[config.mk]
export PLATFORM = sky130hd
export DESIGN_NAME = ghalloc_ram
export DESIGN_NICKNAME = d
export VERILOG_FILES = /design/src/hdl/ghalloc_ram.sv
export SDC_FILE = /design/constraint.sdc
export NUM_CORES = 2
export LEC_CHECK = 0
export BUFFER_PORTS_ARGS = -buffer_cell sky130_fd_sc_hd__buf_2
export CAP_MARGIN = 20
export CORE_MARGIN = 2
export CORE_UTILIZATION = 31
export DETAILED_ROUTE_END_ITERATION = 7
export GPL_TIMING_DRIVEN = 0
export PLACE_DENSITY = 0.42
export SYNTH_ARGS = -nofsm -noshare
export SYNTH_HDL_FRONTEND = slang
export SYNTH_SLANG_ARGS = --single-unit
[constraint.sdc]
create_clock -name clk_i -period 5.4 [get_ports clk_i]
set_input_delay 0.27 -clock clk_i [delete_from_list [all_inputs] [get_ports clk_i]]
set_output_delay 0.27 -clock clk_i [all_outputs]
set_load 0.02 [all_outputs]
[src/hdl/ghalloc_ram.sv]
// generic single write port, single read port ram with registered read
`default_nettype none

module ghalloc_ram #(
  parameter int WIDTH = 8,
  parameter int DEPTH = 256
) (
  input  wire logic                     clk_i,
  input  wire logic                     we_i,
  input  wire logic [$clog2(DEPTH)-1:0] waddr_i,
  input  wire logic [WIDTH-1:0]         wdata_i,
  input  wire logic                     re_i,
  input  wire logic [$clog2(DEPTH)-1:0] raddr_i,
  output logic      [WIDTH-1:0]         rdata_o
);

  logic [WIDTH-1:0] mem_q [DEPTH];

  always_ff @(posedge clk_i) begin
    if (we_i) begin
      mem_q[waddr_i] <= wdata_i;
    end
    if (re_i) begin
      rdata_o <= mem_q[raddr_i];
    end
  end

endmodule

`default_nettype wire
Word level (Yosys, flattened, before mapping)
Memories as Yosys holds them, arrays and structs flattened. A register that Yosys moved wholly into a read port is not among the register bits.
Index checks and enable logic that the tools add are counted.
- flip-flop bits (word level): 0
- bits in latches: 0
- bits in writable memories: 2048
- memory bits (read-only): 0
- input bits: 27
- output and inout port bits: 8
- logic and storage cells: 3
- memories kept: 1
- memory list (name ; depth ; width ; read ports ; clocked after Yosys merged registers in ; wr ports ; line ; source):
    mem_q ; 256 ; 8 ; 1 ; 1 ; 1 ; 17 ; logic [WIDTH-1:0] mem_q [DEPTH];
- add/subtract/negate cells: 0
- multipliers: 0
- divide/modulo/power cells: 0
- $lt $le $gt $ge: 0
- equality and inequality tests: 0
- shift operators: 0
- mux-type cells: 2
- bitwise operators: 0
- reductions and logical operators: 0
- operator list (operator ; number):
    $mux W1 ; 2

Longest topological paths before layout
- depth after elaboration: 2
- depth in mapped cells: 11
- mapped depth without buffers: 6

Worst setup path after synthesis
OpenSTA, ideal clock, no wires.
- path type: in2reg
- start point: input raddr_i[0]
- end point: register rdata_o[2], read port of mem_q (data pin)
- arrival time: 2077 ps
- slack: 3054 ps
- cell stages on the path: 9
- buffers on the path: 4
- cells stage by stage: buf_6 -> buf_12 -> buf_8 -> buf_2 -> mux4_2 -> a22oi_1 -> a21oi_1 -> nor4_1 -> nor4_2
- RTL lines (item ; line ; source):
    start: declaration ; 13 ; input wire logic [$clog2(DEPTH)-1:0] raddr_i,
    end: declaration ; 14 ; output logic [WIDTH-1:0] rdata_o

==> results.toml <==
[clock_tree]
clk_pin_slew_ps = 60
insertion_delay_ps = 870
cts_made_buffers = 222
post_cts_buffers = 0
h-tree-depth = 4
cts.sinks = 2056
clk_path_buf_depth = 3
cts_tree = "yes"
clock-root-buffer = "clkbuf_16"

[global_route]
overflow = 0
grt_pass1_vias = 41318
grt_pass1_wl_mm = 374
antenna_found_initial = 29
grt_max_degree = 146
grtUsageTotal = 0.213

[synthesis]
yosys.area.top_type = "edfxtp_1"
yosys.cell_types.count = 54
ys_seq_area_frac = 0.775
synthCells = 3733
synth_most_common_cell = "edfxtp_1"
synth_nets = 3760
yosys-top-cells-area = "edfxtp_1 (78%), mux4_2 (13%), mux2i_1 (1.7%)"
synth_seq_cells = 2056
post_synth_xor_area_fraction = 0
synthMuxAreaShare = 0.146
synthFlopType = "edfxtp_1"
synth_fa_ha_area_frac = 0
synth_edf_count = 2056
syn_area_sq_um = 79600
synth_top_family_by_area = "multiplexers"
avgSynthCellArea_sq_um = 21.3
synthTopCellsByCount = "edfxtp_1 (2056), mux4_2 (454), nor2_1 (282)"
yosys.area_share.simple = 0.0263
synthDominantCellAreaShare = 0.775
yosys_warnings = 0
synth_compound_gate_area_share = 0.0342
async_reset_ff_frac = 0

[place]
dp_hpwl_mm = 191
dp.cells = 7219
io_buffer_count = 27
placedInstanceArea_sq_um = 85400
globalplace.congestion = 0.865

[worst_setup_path]
worstSetupEndpointType = "flip-flop"
worst-r2r-cell-count = 7
critPathTopFamily = "buffers and inverters"
ff2ff_setup_slack_ps = 1870
required_ps = 5950
reg2reg_from = "mem_q[80][3]$_DFFE_PP_"
path_cells = "buf_2 > buf_2 > buf_2 > clkbuf_1 > nor2b_1 > o221ai_1 > nor2_1 > nor4_1 > nor4_2"
worstPathBufferInverterCount = 4
crit_arrival_ps = 4780
setup.worst_path.start = "raddr_i[3]"
cpMostUsedCell = "buf_2"
cp_max_fo = 10
critPathMaxStageDelay_ps = 810
worstSetupStartpointType = "primary input"
critical_path_class = "primary input to flip-flop"
r2r-end = "rdata_o[3]$_DFFE_PP_"
cp_slowest_cell = "nor4_2"

[worst_hold_path]
min_from = "wdata_i[5]"
hold_depth = 2
min_to = "mem_q[110][5]$_DFFE_PP_"
hp-class = "primary input to flip-flop"

[die]
fp.dieArea_sq_um = 261000
initial_core_util = 0.311
die_height_um = 511
die_width_um = 511
core_area_sq_um = 256000
ioPinCount = 35
rows = 186

[finish]
drive_above_1_share = 0.237
nFillCells = 23613
area_growth_pct = 16.4
regArea_sq_um = 61700
finalNetCount = 4101
multiInputGateArea_sq_um = 16500
post_layout_nonfiller_instances = 7660
stdcell_area_sq_um = 92700

[route]
drt_iter0_drc = 5593
via_count = 41229
wl_per_cell_um = 36.7
first_pass_iters = 6
ant_nets = 0
remaining_drc_errors = 0
wirelength_mm = 281
viasPerCell = 5.38

[timing]
fin_tns_setup_ps = 0
setup_violations = 0
grt_setup_unrepaired = "no"
max_freq_ghz = 0.236
fin_crit_ps = 4230
finalHoldViolCount = 0
clock_skew_ps = 39.0
tightest_slew_ps = 1320
slew_violations = 0
slew_headroom = 0.116
finalCritPeriodShare = 0.784

[pwr]
ir_drop_v = 0.000239
leakage_nw = 28.4
power_density_nw_per_um2 = 375

[flow_run]
drv_cap = 0

[run_status]
outcome = "complete, no violations"
==> where the power goes <==
group | switching [mW] | total [mW] | internal [mW]
registers | 0.0122 | 17.6 | 17.6
logic | 1.43 | 2.05 | 0.616
clock network | 6.55 | 15.1 | 8.56
==> what timing repair did <==
action / in CTS / in global routing
gates resized for setup: 0 / 0
hold endpoints to repair: 292 / 0
hold buffers: 8 / 0
==> placed cells by master (no fill, tap or decap), types with 14 or more instances in the layout <==
cell	instances
a211oi_1	15
a21oi_1	96
a22oi_1	133
buf_1	19
buf_12	20
buf_16	21
buf_2	63
buf_4	43
buf_6	25
buf_8	37
bufinv_16	21
clkbuf_1	142
clkbuf_16	222
clkbuf_2	25
clkinv_1	57
clkinv_2	40
diode_2	14
edfxtp_1	2056
mux2i_1	134
mux4_2	454
nand2_1	33
nand3_1	34
nor2_1	282
nor2b_1	31
nor3_1	22
nor4_1	20
o221ai_1	46
o22ai_1	28
==> flip-flops by register name (all words and copies together), names as in the netlist <==
signal and cells:
mem_q 2048, rdata_o 8
==> worst reg2reg max path, delay by kind of cell, from the launching register on <==
kind | cells | cell delay [ps]
muxes | 1 | 470
buffers and inverters | 1 | 230
and+or+nand+nor | 2 | 480
AOI/OAI and AO/OA | 3 | 1720
DFF | 1 | 360
==> per-layer routing <==
metal  GRT usage  routed length [um]
met1       0.296              121000
met5           0                  41
met4      0.0640                8450
met3      0.0397               19000
met2       0.339              133000
==> how the worst max path moves through the flow <==
| stage | cells after the start | endpoint | slack [ps] |
|---|---|---|---|
| 4_1_cts | 9 | rdata_o[0]$_DFFE_PP_ | 1170 |
| 3_3_place_gp | 9 | rdata_o[4]$_DFFE_PP_ | -1430 |
| 6_report | 9 | rdata_o[0]$_DFFE_PP_ | 1170 |
| 5_1_grt | 9 | rdata_o[0]$_DFFE_PP_ | 1260 |
| 2_1_floorplan | 9 | rdata_o[2]$_DFFE_PP_ | 3050 |
| 3_5_place_dp | 9 | rdata_o[0]$_DFFE_PP_ | 250 |
==> logic make-up after synthesis <==
family,count (synthesis)
flops,2056
mux,591
compound gates,385
buf+inv,235
simple gates,466
==> metrics by stage <==
step / utilization / hold WS [ps] / setup slack, ps / power [mW]
6_report: 0.362 / 69.3 / 1170 / 34.8
5_1_grt: 0.362 / 60.3 / 1260 / 35.7
4_1_cts: 0.361 / 14.0 / 1170 / 35.1
3_5_place_dp: 0.333 / 510 / 250 / 20.0
3_3_place_gp: 0.328 / 726 / -1430 / 20.0
2_1_floorplan: - / 369 / 3050 / 18.8
==> cell type report <==
type / count / share of cell area
flip-flops and latches: 2056 / 0.666
multi-input cells: 1442 / 0.178
clock buffers: 278 / 0.0622
well taps: 3384 / 0.0457
repair buffers: 117 / 0.0173
plain buffers: 233 / 0.0160
clock inverters: 134 / 0.0144
diodes: 14 / 0.000378
inverters: 2 / 0.0000810
Power figures use the tool's default switching activity.
